<file path="src/rtl/asp_pkg.sv">
// Package for the animation phase sequencer: fixed-point widths, opcode,
// play mode and register index codes.
// No dependencies; imported by animation_phase_sequencer.
`timescale 1ns / 1ps
`default_nettype none

package asp_pkg;

    localparam int PHASE_FRAC_BITS = 16;
    localparam int RATE_FRAC_BITS  = 24;

    localparam int PHASE_W   = PHASE_FRAC_BITS + 1;
    localparam int ELAPSED_W = 16;
    localparam int RATE_W    = 28;
    localparam int PROD_W    = ELAPSED_W + RATE_W;

    // Scaling from rate fraction bits to phase fraction bits.
    localparam int RSHIFT = (RATE_FRAC_BITS >= PHASE_FRAC_BITS) ?
                            (RATE_FRAC_BITS - PHASE_FRAC_BITS) : 0;
    localparam int LSHIFT = (PHASE_FRAC_BITS > RATE_FRAC_BITS) ?
                            (PHASE_FRAC_BITS - RATE_FRAC_BITS) : 0;
    localparam int DELTA_W = PROD_W - RSHIFT + LSHIFT;

    localparam logic [PHASE_W-1:0] PHASE_ONE  = PHASE_W'(1) << PHASE_FRAC_BITS;
    localparam logic [PHASE_W-1:0] PHASE_ZERO = '0;

    localparam int MODE_W = 3;
    localparam int CFG_W  = RATE_W;

    typedef enum logic [2:0] {
        OP_TICK    = 3'd0,
        OP_PLAY    = 3'd1,
        OP_PAUSE   = 3'd2,
        OP_STOP    = 3'd3,
        OP_RESET   = 3'd4,
        OP_SET_POS = 3'd5
    } opcode_t;

    typedef enum logic [MODE_W-1:0] {
        MODE_FWD    = 3'd0,
        MODE_REV    = 3'd1,
        MODE_PP     = 3'd2,
        MODE_REV_PP = 3'd3,
        MODE_STATIC = 3'd4
    } play_mode_t;

    typedef enum logic [1:0] {
        CFG_PLAY_MODE   = 2'd0,
        CFG_LOOP_ENABLE = 2'd1,
        CFG_STEP_RATE   = 2'd2,
        CFG_CLIP_LOADED = 2'd3
    } cfg_index_t;

    typedef struct packed {
        logic play;
        logic start;
        logic end_pt;
        logic change;
        logic stop;
        logic pause_on;
        logic pause_off;
    } events_t;

endpackage : asp_pkg

`default_nettype wire

</file>
<file path="src/rtl/animation_phase_sequencer.sv">
// Animation phase sequencer: one request in, one result out, every cycle while
// neither side stalls. A request is taken into an input stage with the product
// of elapsed and step_rate; from there it is applied to the playback state and
// loads the result register once that register is free or drains. One request
// can be accepted per cycle while nothing stalls; the state update (add, wrap or
// reflect) is the registered feedback loop that sets that rate. The input stage
// keeps accepting while a finished result waits, until both stages are full.
// Configuration must only be written while no request is in flight.
// Depends on asp_pkg.
`timescale 1ns / 1ps
`default_nettype none

module animation_phase_sequencer (
    input  wire logic                           clk,
    input  wire logic                           rst_n,
    // configuration
    input  wire logic                           cfg_wr_en,
    input  wire logic [1:0]                     cfg_index,
    input  wire logic [asp_pkg::CFG_W-1:0]      cfg_data,
    // requests
    input  wire logic                           in_valid,
    output logic                                in_stall,
    input  wire logic [2:0]                     opcode,
    input  wire logic [asp_pkg::ELAPSED_W-1:0]  elapsed,
    input  wire logic [asp_pkg::PHASE_W-1:0]    new_position,
    // results
    output logic                                out_valid,
    input  wire logic                           out_stall,
    output logic [asp_pkg::PHASE_W-1:0]         phase,
    output logic                                is_playing,
    output logic                                is_paused,
    output logic                                forward,
    output logic                                ev_play,
    output logic                                ev_start,
    output logic                                ev_end,
    output logic                                ev_change,
    output logic                                ev_stop,
    output logic                                ev_pause_on,
    output logic                                ev_pause_off
);
    import asp_pkg::*;

    localparam int FRAC = PHASE_FRAC_BITS;

    // Configuration registers.
    logic [MODE_W-1:0]  play_mode_reg;
    logic               loop_enable_reg;
    logic [RATE_W-1:0]  step_rate_reg;
    logic               clip_loaded_reg;

    // Playback state.
    logic [PHASE_W-1:0] phase_reg, phase_next;
    logic               dir_reg, dir_next;
    logic               playing_reg, playing_next;
    logic               paused_reg, paused_next;
    events_t            ev_next;

    // Input stage.
    logic               s1_valid_reg;
    opcode_t            s1_opcode_reg;
    logic [DELTA_W-1:0] s1_delta_reg;
    logic [PHASE_W-1:0] s1_newpos_reg;

    // Result register.
    logic               out_valid_reg;
    logic [PHASE_W-1:0] out_phase_reg;
    logic               out_playing_reg;
    logic               out_paused_reg;
    logic               out_forward_reg;
    events_t            out_ev_reg;

    logic                      advance;
    logic                      in_accept;
    logic [PROD_W-1:0]         prod;
    logic [PROD_W+LSHIFT-1:0]  prod_wide;
    logic [DELTA_W-1:0]        delta;

    always_ff @(posedge clk or negedge rst_n)
    begin
        if (!rst_n)
        begin
            play_mode_reg   <= '0;
            loop_enable_reg <= 1'b0;
            step_rate_reg   <= '0;
            clip_loaded_reg <= 1'b0;
        end
        else if (cfg_wr_en)
        begin
            case (cfg_index_t'(cfg_index))
                CFG_PLAY_MODE:   play_mode_reg   <= cfg_data[MODE_W-1:0];
                CFG_LOOP_ENABLE: loop_enable_reg <= cfg_data[0];
                CFG_STEP_RATE:   step_rate_reg   <= cfg_data[RATE_W-1:0];
                CFG_CLIP_LOADED: clip_loaded_reg <= cfg_data[0];
                default:         ;
            endcase
        end
    end

    // The input stage moves on when the result register is free or drains.
    assign advance   = s1_valid_reg && (!out_valid_reg || !out_stall);
    assign in_stall  = s1_valid_reg && !advance;
    assign in_accept = in_valid && !in_stall;

    always_comb
    begin
        prod      = PROD_W'(elapsed) * PROD_W'(step_rate_reg);
        prod_wide = (PROD_W + LSHIFT)'(prod) << LSHIFT;
        delta     = DELTA_W'(prod_wide >> RSHIFT);
    end

    always_ff @(posedge clk or negedge rst_n)
    begin
        if (!rst_n)
        begin
            s1_valid_reg <= 1'b0;
        end
        else if (in_accept)
        begin
            s1_valid_reg <= 1'b1;
        end
        else if (advance)
        begin
            s1_valid_reg <= 1'b0;
        end
    end

    always_ff @(posedge clk)
    begin
        if (in_accept)
        begin
            s1_opcode_reg <= opcode_t'(opcode);
            s1_delta_reg  <= delta;
            s1_newpos_reg <= new_position;
        end
    end

    // State update for the request in the input stage.
    logic                 start_rev;
    logic [PHASE_W-1:0]   start_phase;
    logic                 tick_active;
    logic                 going_up;
    logic [DELTA_W:0]     up_sum;
    logic                 up_over;
    logic [FRAC-1:0]      up_mod;
    logic [DELTA_W:0]     down_diff;
    logic                 down_ge;
    logic                 down_gt;
    logic [FRAC-1:0]      down_mod;
    logic [PHASE_W-1:0]   up_reflect;
    logic [PHASE_W-1:0]   down_wrap;
    logic                 stopped;

    always_comb
    begin
        start_rev   = clip_loaded_reg &&
                      ((play_mode_reg == MODE_REV) || (play_mode_reg == MODE_REV_PP));
        start_phase = start_rev ? PHASE_ONE : PHASE_ZERO;
        tick_active = clip_loaded_reg && playing_reg && !paused_reg &&
                      (play_mode_reg < MODE_STATIC);
        going_up    = (play_mode_reg == MODE_FWD) ||
                      ((play_mode_reg >= MODE_PP) && dir_reg);

        up_sum      = (DELTA_W + 1)'(phase_reg) + (DELTA_W + 1)'(s1_delta_reg);
        up_over     = up_sum >= (DELTA_W + 1)'(PHASE_ONE);
        up_mod      = up_sum[FRAC-1:0];
        up_reflect  = PHASE_ONE - PHASE_W'(up_mod);

        // Bit DELTA_W of the difference is the borrow: set when delta < phase.
        down_diff   = (DELTA_W + 1)'(s1_delta_reg) - (DELTA_W + 1)'(phase_reg);
        down_ge     = !down_diff[DELTA_W];
        down_gt     = down_ge && (down_diff[DELTA_W-1:0] != '0);
        down_mod    = down_diff[FRAC-1:0];
        down_wrap   = PHASE_ONE - PHASE_W'(down_mod);

        phase_next   = phase_reg;
        dir_next     = dir_reg;
        playing_next = playing_reg;
        paused_next  = paused_reg;
        ev_next      = '0;
        stopped      = 1'b0;

        case (s1_opcode_reg)
            OP_TICK:
            begin
                if (tick_active)
                begin
                    if (going_up)
                    begin
                        if (!up_over)
                        begin
                            phase_next = PHASE_W'(up_sum);
                        end
                        else if (play_mode_reg == MODE_PP)
                        begin
                            // Turn at the top, reflected once only.
                            phase_next     = up_reflect;
                            dir_next       = 1'b0;
                            ev_next.change = 1'b1;
                        end
                        else
                        begin
                            ev_next.end_pt = 1'b1;
                            if (loop_enable_reg)
                            begin
                                ev_next.start = 1'b1;
                                if (play_mode_reg == MODE_FWD)
                                begin
                                    phase_next = PHASE_W'(up_mod);
                                end
                                else
                                begin
                                    phase_next = up_reflect;
                                    dir_next   = 1'b0;
                                end
                            end
                            else
                            begin
                                stopped = 1'b1;
                            end
                        end
                    end
                    else
                    begin
                        if (!((play_mode_reg == MODE_REV) ? down_ge : down_gt))
                        begin
                            phase_next = phase_reg - PHASE_W'(s1_delta_reg);
                        end
                        else if (play_mode_reg == MODE_REV_PP)
                        begin
                            phase_next     = PHASE_W'(down_mod);
                            dir_next       = 1'b1;
                            ev_next.change = 1'b1;
                        end
                        else
                        begin
                            ev_next.end_pt = 1'b1;
                            if (loop_enable_reg)
                            begin
                                ev_next.start = 1'b1;
                                if (play_mode_reg == MODE_REV)
                                begin
                                    phase_next = down_wrap;
                                end
                                else
                                begin
                                    phase_next = PHASE_W'(down_mod);
                                    dir_next   = 1'b1;
                                end
                            end
                            else
                            begin
                                stopped = 1'b1;
                            end
                        end
                    end

                    if (stopped)
                    begin
                        playing_next = 1'b0;
                        paused_next  = 1'b0;
                        ev_next.stop = 1'b1;
                        phase_next   = start_phase;
                        dir_next     = !start_rev;
                    end
                end
            end
            OP_PLAY:
            begin
                if (clip_loaded_reg && !(playing_reg && !paused_reg))
                begin
                    playing_next = 1'b1;
                    paused_next  = 1'b0;
                    if (paused_reg)
                    begin
                        ev_next.pause_off = 1'b1;
                    end
                    else
                    begin
                        ev_next.play  = 1'b1;
                        ev_next.start = 1'b1;
                    end
                end
            end
            OP_PAUSE:
            begin
                paused_next      = 1'b1;
                ev_next.pause_on = 1'b1;
            end
            OP_STOP:
            begin
                phase_next   = start_phase;
                dir_next     = !start_rev;
                playing_next = 1'b0;
                paused_next  = 1'b0;
                ev_next.stop = 1'b1;
            end
            OP_RESET:
            begin
                phase_next = start_phase;
                dir_next   = !start_rev;
            end
            OP_SET_POS:
            begin
                phase_next = (s1_newpos_reg > PHASE_ONE) ? PHASE_ONE : s1_newpos_reg;
            end
            default:
            begin
            end
        endcase
    end

    always_ff @(posedge clk or negedge rst_n)
    begin
        if (!rst_n)
        begin
            phase_reg   <= '0;
            dir_reg     <= 1'b1;
            playing_reg <= 1'b0;
            paused_reg  <= 1'b0;
        end
        else if (advance)
        begin
            phase_reg   <= phase_next;
            dir_reg     <= dir_next;
            playing_reg <= playing_next;
            paused_reg  <= paused_next;
        end
    end

    always_ff @(posedge clk or negedge rst_n)
    begin
        if (!rst_n)
        begin
            out_valid_reg <= 1'b0;
        end
        else
        begin
            out_valid_reg <= advance || (out_valid_reg && out_stall);
        end
    end

    always_ff @(posedge clk)
    begin
        if (advance)
        begin
            out_phase_reg   <= phase_next;
            out_playing_reg <= playing_next;
            out_paused_reg  <= paused_next;
            out_forward_reg <= dir_next;
            out_ev_reg      <= ev_next;
        end
    end

    assign out_valid    = out_valid_reg;
    assign phase        = out_phase_reg;
    assign is_playing   = out_playing_reg;
    assign is_paused    = out_paused_reg;
    assign forward      = out_forward_reg;
    assign ev_play      = out_ev_reg.play;
    assign ev_start     = out_ev_reg.start;
    assign ev_end       = out_ev_reg.end_pt;
    assign ev_change    = out_ev_reg.change;
    assign ev_stop      = out_ev_reg.stop;
    assign ev_pause_on  = out_ev_reg.pause_on;
    assign ev_pause_off = out_ev_reg.pause_off;

    // A request held in the input stage is not dropped while it waits.
    assert property (@(posedge clk) disable iff (!rst_n)
        (s1_valid_reg && !advance) |=> s1_valid_reg)
        else $error("input stage lost a waiting request");

    // The phase never leaves the range zero to one.
    assert property (@(posedge clk) disable iff (!rst_n)
        out_valid |-> (phase <= PHASE_ONE))
        else $error("phase out of range");

    // A stop leaves both flags clear and never comes with a cycle start.
    assert property (@(posedge clk) disable iff (!rst_n)
        (out_valid && ev_stop) |-> (!is_playing && !is_paused && !ev_start))
        else $error("stop result with inconsistent flags");

    // A ping-pong turn keeps playing and is not an end of cycle.
    assert property (@(posedge clk) disable iff (!rst_n)
        (out_valid && ev_change) |-> (is_playing && !ev_end && !ev_stop))
        else $error("direction change with inconsistent flags");

endmodule : animation_phase_sequencer

`default_nettype wire

</file>
<file path="config.mk">
export PLATFORM = sky130hd
export DESIGN_NAME = animation_phase_sequencer
export DESIGN_NICKNAME = d
export VERILOG_FILES = /design/src/rtl/asp_pkg.sv /design/src/rtl/animation_phase_sequencer.sv
export SDC_FILE = /design/constraint.sdc
export NUM_CORES = 1
export LEC_CHECK = 0
export BUFFER_PORTS_ARGS = -buffer_cell sky130_fd_sc_hd__buf_2
export CORE_ASPECT_RATIO = 0.6
export CORE_UTILIZATION = 45
export DETAILED_ROUTE_END_ITERATION = 10
export GPL_TIMING_DRIVEN = 0
export PLACE_DENSITY = 0.66
export SYNTH_ARGS = -nofsm -noshare
export SYNTH_HDL_FRONTEND = slang
export SYNTH_SLANG_ARGS = --single-unit
</file>
<file path="constraint.sdc">
create_clock -name clk -period 8.2 [get_ports clk]
set_clock_uncertainty 0.05 [all_clocks]
set_input_delay 1.23 -clock clk [delete_from_list [all_inputs] [get_ports clk]]
set_output_delay 1.23 -clock clk [all_outputs]
set_load 0.03 [all_outputs]
</file>
==> impl_metrics.csv <==
group,metric,value,unit
outcome,status,"finished, violations left",
outcome,failed_checks,"max-capacitance violations, max-slew violations",
yosys,synth_cell_type_count,85,
clocking,cts_num_sinks,138,
hold_path,worstHoldEndpoint,"out_valid",
worst_setup_path,r2r_start,"step_rate_reg[13]",
yosys,yosysSeqAreaShare,15.2,%
grt,grt_use_total,35.3,%
layout,fin_util,49.6,%
sta,hold_slack,476,ps
routing,via_per_inst,6.10,
yosys,yosys.area_share.xor_xnor,3.12,%
sta,fmax,125,MHz
grt,grt_pass1_wl,150000,µm
sta,worst_slack,200,ps
floorplanning,die-area,57700,µm²
sta,slew_viol_final,7,
worst_setup_path,path_max_fanout,10,
sta,tightest_slew,1510,ps
yosys,netlist_area,25500,µm²
floorplanning,rows,67,
floorplanning,ios,100,
clocking,ctsRootBufferMaster,"clkbuf_16",
routing,drt_iter0_drc,3057,
worst_setup_path,startpoint_type,"input pin",
layout,fin_nets,3676,
layout,multiInputGateArea,19400,µm²
yosys,syn_inst,2967,
yosys,synth_edf_count,83,
worst_setup_path,r2r_setup_slack,370,ps
clocking,numCtsBuffers,17,
grt,antenna_found_initial,10,
clocking,clk_path_buf_depth,2,
sta,period_needed,8000,ps
placed_design,io_buffer_count,83,
yosys,synth.avg_cell_area,8.60,µm²
hold_path,hold_path_startpoint,"s1_valid_reg",
worst_setup_path,rr_worst_depth,23,
routing,vias,23511,
grt,grt_overflow_total,0,
yosys,synth_top_family_by_area,"adder cells",
yosys,synth_fa_ha_area_share,36.7,%
sta,period_share,97.6,%
layout,drive_above_1_share,8.29,%
placed_design,pre_cts_ws,-1840,ps
routing,ant_nets,0,
layout,layout_commonest_cell,"inv_1",
layout,register_area,3870,µm²
run,maxCapViolCount,1,
clocking,clkTransAtPathRegs,70,ps
yosys,synthMuxAreaShare,2.32,%
yosys,synth_nets,3567,
sta,max_slew_margin,-0.853,%
hold_path,hold_class,"flop to flop",
hold_path,hold_depth,1,
sta,finalSetupViolCount,0,
worst_setup_path,r2r_end,"s1_delta_reg[35]",
grt,first_global_vias,23655,
clocking,hold_buffers,0,
worst_setup_path,required,8380,ps
layout,area_growth,8.82,%
clocking,cts_tree,"built",
worst_setup_path,worst_setup_path_end_kind,"flop",
sta,hold_viol,0,
floorplanning,start_util,45.6,%
yosys,synth-seq-cells,138,
placed_design,hpwl,81800,µm
worst_setup_path,critical_path_arrival,8180,ps
routing,firstDrtPassIters,6,
yosys,async_reset_ff_share,39.9,%
worst_setup_path,crit_type,"input pin to flop",
routing,drc,0,
sta,rsz0062_at_grt,"no",
layout,final_cell_mix,"inv_1 (439), nand2_1 (405), fa_1 (364)",
yosys,yosys_most_used_dff,"edfxtp_1",
placed_design,gp_congestion,1.06,
floorplanning,die_y,186,µm
layout,nFillCells,5368,
floorplanning,core-area,55900,µm²
routing,routed_wirelength,99700,µm
yosys,synth_compound_area_share,13.9,%
routing,routedWlPerCell,25.9,µm
layout,largest_reg_flops,36,
yosys,synth-simple-area-share,19.6,%
yosys,yosysWarnings,0,
clocking,htreeDepth,4,
grt,grt_max_degree,56,
floorplanning,die_x,309,µm
clocking,insertion_delay,490,ps
[metal layers]
layer | up-vias | routed length, µm | global-route usage [%]
met4 | 14 | 2050 | 8.09
met2 | 1577 | 35800 | 43.2
met3 | 181 | 15900 | 16.3
li1 | 10028 | - | -
met5 | - | 152 | 1.08
met1 | 11711 | 45800 | 54.6
[cells in the mapped netlist (all sizes together), types with 27 or more instances]
| cell type | count | area share [%] |
|---|---|---|
| a211oi | 33 | 0.99 |
| inv | 439 | 6.5 |
| clkbuf | 137 | 2.0 |
| xnor2 | 69 | 2.4 |
| fa | 364 | 29 |
| nand4 | 27 | 0.66 |
| buf | 30 | 0.64 |
| and2 | 198 | 4.9 |
| nand2 | 405 | 6.0 |
| dfrtp | 54 | 5.3 |
| nor2 | 139 | 2.0 |
| nand3 | 45 | 0.88 |
| nor4 | 31 | 0.78 |
| a21oi | 123 | 2.4 |
| edfxtp | 83 | 9.8 |
| a21o | 39 | 1.1 |
| ha | 165 | 8.1 |
| o21ai | 94 | 1.8 |
| nor3 | 39 | 0.80 |
| mux2 | 40 | 1.8 |
| nand2b | 27 | 0.66 |
[cells by family after synthesis]
family / Yosys count
mux: 54
simple gates: 1016
buf+inv: 610
fa+ha+maj: 529
compound gates: 529
xor+xnor: 91
flops: 138
[worst max-delay path, cell delays in order]
cell and delay, ps:
clkbuf_1 470, clkbuf_1 690, and2_1 260, fa_1 410, fa_1 540, fa_1 460
fa_1 450, fa_1 540, inv_1 60, fa_1 530, inv_1 60, ha_1 370
a21o_1 190, a21o_1 170, a21o_1 190, a21o_1 190, a21o_1 170, a21o_1 170
a21oi_1 180, o31ai_2 120, a21oi_1 230, nand2b_1 200, o21ai_0 140, xnor2_1 160
[worst max path at each step]
stage	from	to	slack, ps
2_1_floorplan	elapsed[7]	s1_delta_reg[35]	370
3_3_place_gp	elapsed[8]	s1_delta_reg[35]	-1760
3_5_place_dp	elapsed[8]	s1_delta_reg[35]	-1840
4_1_cts	elapsed[10]	s1_delta_reg[35]	30
5_1_grt	elapsed[14]	s1_delta_reg[31]	40
6_report	elapsed[13]	s1_delta_reg[31]	200
[layout make-up]
| class | count | area share [%] |
|---|---|---|
| clock inverters | 14 | 0.667 |
| inverters | 443 | 5.99 |
| multi-input cells | 2219 | 69.7 |
| clock buffers | 18 | 1.55 |
| diodes | 6 | 0.0541 |
| well taps | 759 | 3.42 |
| repair buffers | 90 | 1.82 |
| plain buffers | 167 | 2.84 |
| flip-flops and latches | 138 | 13.9 |
[what timing repair did]
item,4_1_cts,5_1_grt
pin swaps,1,0
gates resized for setup,40,59
buffers inserted,2,0
gates cloned,0,0
endpoints found under the hold margin,0,0
setup endpoints to repair,22,9
[per-stage QoR]
stage	TNS, ps	cells	cell area (µm²)
2_1_floorplan	0	2967	25500
3_3_place_gp	-24640	3809	26900
3_5_place_dp	-26530	3813	26900
4_1_cts	0	3847	27600
5_1_grt	0	3850	27700
6_report	0	3854	27800
Power is left out: the tool's default activity adds up to more than one toggle a clock period on the data nets, which glitch-free logic cannot reach.
